**src/rtl/core/ivo_pkg.sv**
```systemverilog
`timescale 1ns / 1ps

package ivo_pkg;

   localparam int TIME_W = 32;
   localparam int OVL_W = 9;
   localparam logic [OVL_W-1:0] OVERLAP_MAX = 9'd511;
   localparam int CAPACITY_DEF = 256;

   // Commands from the controller to the datapath.
   typedef struct packed {
      logic load;    // capture the request word and rewind the sweep
      logic sweep;   // walk the stored table, one entry per cycle
      logic commit;  // store the new entry unless the table was full, and load the response register
   } ivo_cmd_type;

   // Status from the datapath to the controller.
   typedef struct packed {
      logic full;        // no free slot remains
      logic sweep_done;  // every stored entry has been read and any write-back is done
      logic rsp_free;    // the response register can take a new word
   } ivo_status_type;

endpackage

```
**src/rtl/core/ivo_ctrl.sv**
```systemverilog
`timescale 1ns / 1ps

module ivo_ctrl
   import ivo_pkg::*;
(
   input  logic           clock,
   input  logic           reset,
   input  logic           req_valid,
   output logic           req_ready,
   input  ivo_status_type status,
   output ivo_cmd_type    cmd
);

   localparam logic [1:0] ST_IDLE   = 2'd0;
   localparam logic [1:0] ST_SWEEP  = 2'd1;
   localparam logic [1:0] ST_FINISH = 2'd2;

   logic [1:0] state_ff;
   logic [1:0] state_in;

   always_comb begin
      state_in   = state_ff;
      req_ready  = 1'b0;
      cmd        = '0;
      case (state_ff)
         ST_IDLE: begin
            req_ready = 1'b1;
            if (req_valid) begin
               cmd.load = 1'b1;
               // A booking that finds the table full skips the sweep.
               state_in = status.full ? ST_FINISH : ST_SWEEP;
            end
         end
         ST_SWEEP: begin
            cmd.sweep = 1'b1;
            if (status.sweep_done) begin
               state_in = ST_FINISH;
            end
         end
         ST_FINISH: begin
            if (status.rsp_free) begin
               cmd.commit = 1'b1;
               state_in   = ST_IDLE;
            end
         end
         default: begin
            state_in = ST_IDLE;
         end
      endcase
   end

   always_ff @(posedge clock) begin
      if (reset) begin
         state_ff <= ST_IDLE;
      end else begin
         state_ff <= state_in;
      end
   end

`ifndef SYNTHESIS
   a_cmd_onehot: assert property (@(posedge clock) disable iff (reset)
      $onehot0({cmd.load, cmd.sweep, cmd.commit}))
      else $error("controller issued more than one command");

   a_commit_free: assert property (@(posedge clock) disable iff (reset)
      cmd.commit |-> status.rsp_free)
      else $error("commit while the response register is occupied");

   a_load_leaves_idle: assert property (@(posedge clock) disable iff (reset)
      cmd.load |=> state_ff != ST_IDLE)
      else $error("controller stayed idle after taking a request");
`endif

endmodule

```
**config.mk**
```make
export PLATFORM = sky130hd
export DESIGN_NAME = ivo_ctrl
export DESIGN_NICKNAME = d
export VERILOG_FILES = /design/src/rtl/core/ivo_pkg.sv /design/src/rtl/core/ivo_ctrl.sv
export SDC_FILE = /design/constraint.sdc
export NUM_CORES = 1
export LEC_CHECK = 0
export BUFFER_PORTS_ARGS = -buffer_cell sky130_fd_sc_hd__buf_2
export CAP_MARGIN = 20
export CORE_AREA = 2 2 39 41
export DETAILED_ROUTE_END_ITERATION = 12
export DIE_AREA = 0 0 41 43
export GPL_TIMING_DRIVEN = 1
export SYNTH_ARGS = -nofsm -noshare
export SYNTH_HDL_FRONTEND = slang
export SYNTH_SLANG_ARGS = --single-unit
export TNS_END_PERCENT = 100
```
**constraint.sdc**
```tcl
create_clock -name clock -period 1.1 [get_ports clock]
set_input_delay 0.11 -clock clock [delete_from_list [all_inputs] [get_ports clock]]
set_output_delay 0.11 -clock clock [all_outputs]
set_load 0.1 [all_outputs]
```
== After elaboration in Yosys (flattened, before gate mapping) ==
Index checks and enable logic that the tools add are counted.
W data, S select, Z words.

* Output and inout port bits: 4
* Register bits after elaboration: 2
* Input port bits: 6
* Logic and storage cells: 19

* Reduce and logical (&&, ||, !) cells: 2
* Muxes and demuxes: 11
* Equality and inequality tests: 5

{| class="wikitable"
|+ Operators by type and width
! kind !! number
|-
| $mux W2 || 4
|-
| $mux W1 || 6
|-
| $ne A2 B2 Y1 const B || 3
|-
| $pmux W2 S3 || 1
|-
| $reduce_and A3 Y1 || 1
|-
| $eq A2 B1 Y1 const B || 1
|-
| $eq A2 B2 Y1 const B || 1
|-
| $logic_not A2 Y1 || 1
|}

== Depth between registers and ports, before layout ==
Gate-level depths: netlist of run 1.

* Word-level depth: 3
* Mapped depth: 2
* Gate-level depth less buffers: 2

== Worst setup path after synthesis of run 1 ==
Ideal clock, no wire load.

* Path type: reg2out
* Start: reg state_ff[0]
* End: out cmd[2] in the netlist's numbering
* Data required time: 990 ps
* Arrival: 2,538 ps
* Cell stages (with the launch flop): 3
* Slack: -1,548 ps
* Cells stage by stage: dfxtp_1 > nor2_1 > and2_1

{| class="wikitable"
|+ RTL lines
! item !! line !! source
|-
| from (decl) || ivo_ctrl.sv:18 || <nowiki>logic [1:0] state_ff;</nowiki>
|-
| from (signal assigned) || ivo_ctrl.sv:56 || <nowiki>state_ff <= state_in;</nowiki>
|-
| to (decl) || ivo_ctrl.sv:11 || <nowiki>output ivo_cmd_type cmd</nowiki>
|}

==> results of run 1 <==
[final timing paths]
check | endpoint | slack [ns] | depth (start not counted) | start
worst max register to register | state_ff[0] | 0.08 | 2 | state_ff[0]
worst max-delay path | cmd[2] | -0.02 | 3 | state_ff[1]
worst min register to register | state_ff[1] | 0.56 | 2 | state_ff[0]
worst min-delay path | state_ff[0] | 0.05 | 2 | reset
[worst reg2reg max path: cells and delay by family, from the launching register on]
kind | cells | cell delay, ns
and+or+nand+nor | 1 | 0.39
DFF | 1 | 0.36
AOI/OAI and AO/OA | 1 | 0.18
[where the power goes]
part,switching [mW],total (mW),internal [mW]
clock,0.0508,0.172,0.121
combinational,0.113,0.193,0.0807
sequential,0.0120,0.0890,0.0771
total,0.175,0.454,0.279
[per-stage QoR]
step | setup WS [ns] | instances | setup TNS [ns] | cell area (µm²) | hold slack [ns]
after floorplan | -0.326 | 14 | -0.326 | 154 | 0.167
after global placement | 0.0646 | 39 | 0 | 279 | 0.287
after detailed placement | 0.0414 | 39 | 0 | 279 | 0.294
after CTS | -0.0462 | 44 | -0.0631 | 324 | 0.0401
after global routing | -0.0573 | 44 | -0.141 | 324 | 0.0495
final | -0.0187 | 44 | -0.0187 | 324 | 0.0460
[placed cells by master (no fill, tap or decap)]
cell       Yosys  layout
a31oi_1        1       1
buf_2          0       5
buf_4          0       2
nand2_2        0       1
dfxtp_4        0       2
or3b_1         2       2
a211oi_2       1       1
nor2b_4        0       1
and2_4         0       1
clkbuf_4       0       3
nor2_4         0       2
or2b_1         1       1
nand3b_1       1       1
nand4bb_1      1       1
buf_12         0       4
[final cells by class]
type | instances | area, µm² | area share (%)
timing repair buffer | 11 | 120 | 37.1
multi-input combinational | 12 | 114 | 35.1
sequential | 2 | 47.5 | 14.7
clock buffer | 3 | 22.5 | 6.95
tap | 16 | 20.0 | 6.18
[layer usage]
metal	wire length, µm	vias to the layer above
li1	-	80
met1	158	75
met2	166	10
met3	34	2
met4	17	0
met5	0	-
[repair_timing]
item / 4_1_cts / 5_1_grt
gates resized for setup: 3 / 0
gates cloned: 0 / 0
endpoints found under the setup margin: 3 / 5
setup buffers: 2 / 0
pin swaps: 1 / 3
[cell families after synthesis]
family | after synthesis
and+or+nand+nor | 10
DFF | 2
AOI/OAI and AO/OA | 2
==> impl_metrics.csv, run 1 <==
group,metric,value,unit
outcome,outcome,"finished with violations",
outcome,violations,"negative setup slack",
placement,globalplace.congestion,0.633,
pwr,p_leak,0.127,nW
clocking,clk_path_buf_depth,2,
sta,tightestPinTransition,0.148,ns
critical_path,setup.worst_path.start_class,"flip-flop",
clocking,numCtsBuffers,3,
logic_synthesis,yosys_warnings,0,
logic_synthesis,synth_simple_gate_area_share,53.5,%
sta,period_share,102,%
logic_synthesis,synth_top_cell_area_share,31.7,%
logic_synthesis,ys_ff_latch,2,
sta,finalSetupViolCount,1,
detailed_routing,wl,376,µm
grt,grt_max_degree,9,
logic_synthesis,ys_types,11,
clocking,cts_root_buffer,"clkbuf_4",
grt,grt_pass1_vias,160,
placement,hpwl,272,µm
hold_path,min_path_type,"input port to flip-flop",
logic_synthesis,synth_top_cell_by_area,"dfxtp_1",
logic_synthesis,synthTopCellsByArea,"dfxtp_1 (32%), or3b_1 (14%), a211oi_2 (9.9%)",
floorplan,die_w,41,µm
grt,grt_overflow,0,
floorplan,design.core.area,1380,µm²
cells_and_area,nFillCells,156,
logic_synthesis,synth_common_cells,"dfxtp_1 (2), nor2_1 (2), or3b_1 (2)",
cells_and_area,regMostFlops,"state_ff",
critical_path,worst-path-buf-inv,1,
cells_and_area,final_layout_size_suffix_gt1_share,78.6,%
grt,grt.met1_usage,6.39,%
logic_synthesis,syn_area_per_cell,9.03,µm²
logic_synthesis,synth_compound_area_share,14.9,%
critical_path,max_stage_delay,0.36,ns
detailed_routing,wl_per_cell,8.55,µm
floorplan,initial_core_util,9.13,%
cells_and_area,largest_reg_flops,2,
logic_synthesis,ys_seq_area_share,31.7,%
cells_and_area,num_antenna_cells,0,
critical_path,crit_chain,"nor2_4 -> and2_4 -> buf_12",
detailed_routing,firstDrtPassIters,2,
floorplan,dieHeight,43,µm
sta,slew_violations,0,
clocking,insertion_delay,0.23,ns
cells_and_area,finalNetCount,36,
floorplan,die-area,1760,µm²
run,maxCapViolCount,0,
critical_path,slowest_stage,"dfxtp_4",
detailed_routing,via_per_inst,3.80,
logic_synthesis,synth_ff_type,"dfxtp_1",
pwr,ir_worst_vdd,0.338,mV
grt,grt.busiest_layer,"met4",
cells_and_area,top_regs,"state_ff x2",
clocking,cts_tree,"done",
clocking,clk_pin_slew_worst_paths,0.03,ns
sta,min_period,1.12,ns
logic_synthesis,ys_async_sr_fraction,0,%
sta,clock_skew,0.00485,ns
sta,setup_slack,-0.0187,ns
logic_synthesis,synth_fa_ha_area_share,0,%
detailed_routing,num_vias,167,
critical_path,path_max_fanout,5,
sta,hold_viol_final,0,
critical_path,path_delay_family,"flip-flops",
pwr,powerDensity,1400,nW/µm²
critical_path,cp-end-kind,"output pin",
clocking,htree_levels,1,
placement,portBuffers,9,
detailed_routing,drt_iter0_drc,2,
logic_synthesis,synth_top_family_by_area,"simple AND/OR/NAND/NOR gates",
floorplan,num_rows,14,
sta,rsz0062_at_grt,"yes",
clocking,cts.sinks,2,
cells_and_area,final_util,23.4,%
logic_synthesis,syn_area,126,µm²
critical_path,cp.required,0.99,ns
grt,track_usage,5.81,%
clocking,holdBufCountCts,0,
critical_path,critPathArrivalTime,1.01,ns
grt,antenna_found_initial,0,
critical_path,worstSetupPathType,"flip-flop to output pin",
floorplan,ioPinCount,10,
grt,use_met3,3.14,%
logic_synthesis,syn_nets,20,
logic_synthesis,muxShareOfSynthArea,0,%
pwr,power.total,0.454,mW
grt,grt_first_pass_wirelength,593,µm
sta,slew_headroom,90.1,%
logic_synthesis,synth_xor_area_share,0,%
grt,grtUsageMet2,6.25,%
cells_and_area,syn_to_final_growth,156,%
logic_synthesis,synthCells,14,
detailed_routing,drcViolationCount,0,
sta,fmax,894,MHz
logic_synthesis,synth-edff-count,0,
detailed_routing,antenna_left,0,
No activity file was read; power rests on OpenSTA's default activity.
==> run 2: changes to the inputs <==
--- a/config.mk
+++ b/config.mk
@@ -13,2 +13,3 @@
 export GPL_TIMING_DRIVEN = 1
+export SLEW_MARGIN = 20
 export SYNTH_ARGS = -nofsm -noshare
==> constraint.sdc (replaced) <==
create_clock -name clock -period 1.1 [get_ports clock]
set_input_delay 0 -clock clock [delete_from_list [all_inputs] [get_ports clock]]
set_output_delay 0 -clock clock [all_outputs]
set_load 0.1 [all_outputs]
==> impl_metrics.csv, run 2 (synthesis gave the netlist of run 1 again) <==
group,metric,value,unit
outcome,outcome,"complete, no violations",
cells_and_area,layout_commonest_cell,"buf_2",
clocking,cts.sinks,2,
floorplan,initial_core_util,9.13,%
floorplan,dieHeight,43,µm
sta,tightestPinTransition,0.150,ns
clocking,htree_levels,1,
sta,period_share,96.0,%
critical_path,path_max_fanout,4,
sta,fmax,947,MHz
clocking,cts_tree,"done",
floorplan,die_w,41,µm
critical_path,slowest_stage,"dfxtp_4",
floorplan,num_rows,14,
placement,globalplace.congestion,0.614,
cells_and_area,final_layout_size_suffix_gt1_share,77.4,%
critical_path,cp.required,1.10,ns
detailed_routing,wl_per_cell,8.72,µm
cells_and_area,regMostFlops,"state_ff",
detailed_routing,firstDrtPassIters,1,
detailed_routing,num_vias,171,
grt,track_usage,6.21,%
detailed_routing,drcViolationCount,0,
pwr,power.switching,0.169,mW
detailed_routing,drt_iter0_drc,0,
grt,grt_max_degree,9,
pwr,p_seq_share,18.8,%
critical_path,max_stage_delay,0.36,ns
cells_and_area,largest_reg_flops,2,
floorplan,die-area,1760,µm²
pwr,powerDensity,1310,nW/µm²
critical_path,crit_chain,"buf_6 -> nand2_2 -> nor2_4 -> buf_12",
run,maxCapViolCount,0,
grt,grt_overflow,0,
clocking,insertion_delay,0.22,ns
clocking,clk_path_buf_depth,2,
pwr,ir_worst_vdd,0.263,mV
clocking,cts_root_buffer,"clkbuf_4",
sta,min_period,1.06,ns
pwr,p_comb_share,45.5,%
pwr,p_leak,0.141,nW
critical_path,worstSetupPathType,"flip-flop to output pin",
grt,antenna_found_initial,0,
sta,slew_violations,0,
grt,grt_first_pass_wirelength,676,µm
sta,finalSetupViolCount,0,
sta,slew_headroom,90.0,%
pwr,swShare,37.1,%
sta,finalSetupTns,0,ns
floorplan,ioPinCount,10,
detailed_routing,via_per_inst,3.64,
pwr,internal_power,0.286,mW
clocking,clk_pin_slew_worst_paths,0.03,ns
detailed_routing,wl,410,µm
detailed_routing,antenna_left,0,
sta,hold_viol_final,0,
critical_path,critPathArrivalTime,1.06,ns
hold_path,min_path_type,"input port to flip-flop",
floorplan,design.core.area,1380,µm²
cells_and_area,final_cell_mix,"buf_2 (5), buf_12 (4), clkbuf_4 (3), buf_4 (3)",
clocking,numCtsBuffers,3,
pwr,power.share.clock,35.7,%
cells_and_area,num_antenna_cells,0,
sta,clock_skew,0.00257,ns
cells_and_area,top_regs,"state_ff x2",
grt,grt_pass1_vias,198,
cells_and_area,finalNetCount,39,
placement,portBuffers,9,
critical_path,setup.worst_path.start_class,"flip-flop",
pwr,power.total,0.456,mW
critical_path,cp-end-kind,"output pin",
cells_and_area,syn_to_final_growth,175,%
run 2: cell types whose count changed in the layout (fill, tap and decap cells not counted), sizes merged:
cell / delta
buf: +2
dlygate4sd3: +1
run 2: worst paths after layout:
check / start / to / slack, ns / cells past startpoint
setup reg to reg: state_ff[0] / state_ff[0] / 0.05 / 2
setup / recovery: state_ff[1] / cmd[0] / 0.04 / 4
hold reg to reg: state_ff[0] / state_ff[1] / 0.53 / 2
hold / removal: status[1] / state_ff[1] / 0.05 / 3
run 2: power by group through the flow:
stage / clock [mW] / sequential (mW) / combinational (mW)
final: 0.163 / 0.0857 / 0.207
after global routing: 0.177 / 0.0874 / 0.215
after CTS: 0.176 / 0.0858 / 0.205
after detailed placement: 0 / 0.0865 / 0.190
after global placement: 0 / 0.0860 / 0.190
after floorplan: 0 / 0.0883 / 0.113
run 2: worst max-delay path: cells and delay by family, from the launching register on:
kind          cells  cell delay, ns
buf+inv           2            0.29
flops             1            0.36
simple gates      2            0.18
run 2: layer usage:
layer	vias to the layer above	global-route usage [%]	routed length, µm
met1	80	5.41	132
met4	0	8.00	0
met3	0	1.57	14
met2	5	9.38	262
met5	-	0	0
li1	86	-	-
run 2: what timing repair did:
action,CTS,global route
hold buffers,1,0
pin swaps,3,0
endpoints found under the hold margin,2,0
endpoints found under the setup margin,2,1
resized for setup,6,1
setup buffers,3,0
run 2: cell type report:
cell class / instances / area [µm²]
repair buffers: 14 / 149
well taps: 16 / 20.0
fillers: 144 / 1040
flip-flops and latches: 2 / 47.5
multi-input cells: 12 / 109
clock buffers: 3 / 22.5
run 2: through the flow:
stage | cell area (µm²) | hold WS (ns) | worst slack (ns) | cells | utilization [%]
after floorplan | 141 | 0.0646 | -0.225 | 14 | -
after global placement | 282 | 0.194 | 0.0723 | 41 | 20.3
after detailed placement | 282 | 0.193 | 0.0600 | 41 | 20.3
after CTS | 343 | 0.0363 | 0.00972 | 47 | 24.8
after global routing | 348 | 0.0612 | -0.000305 | 47 | 25.1
final | 348 | 0.0455 | 0.0441 | 47 | 25.1
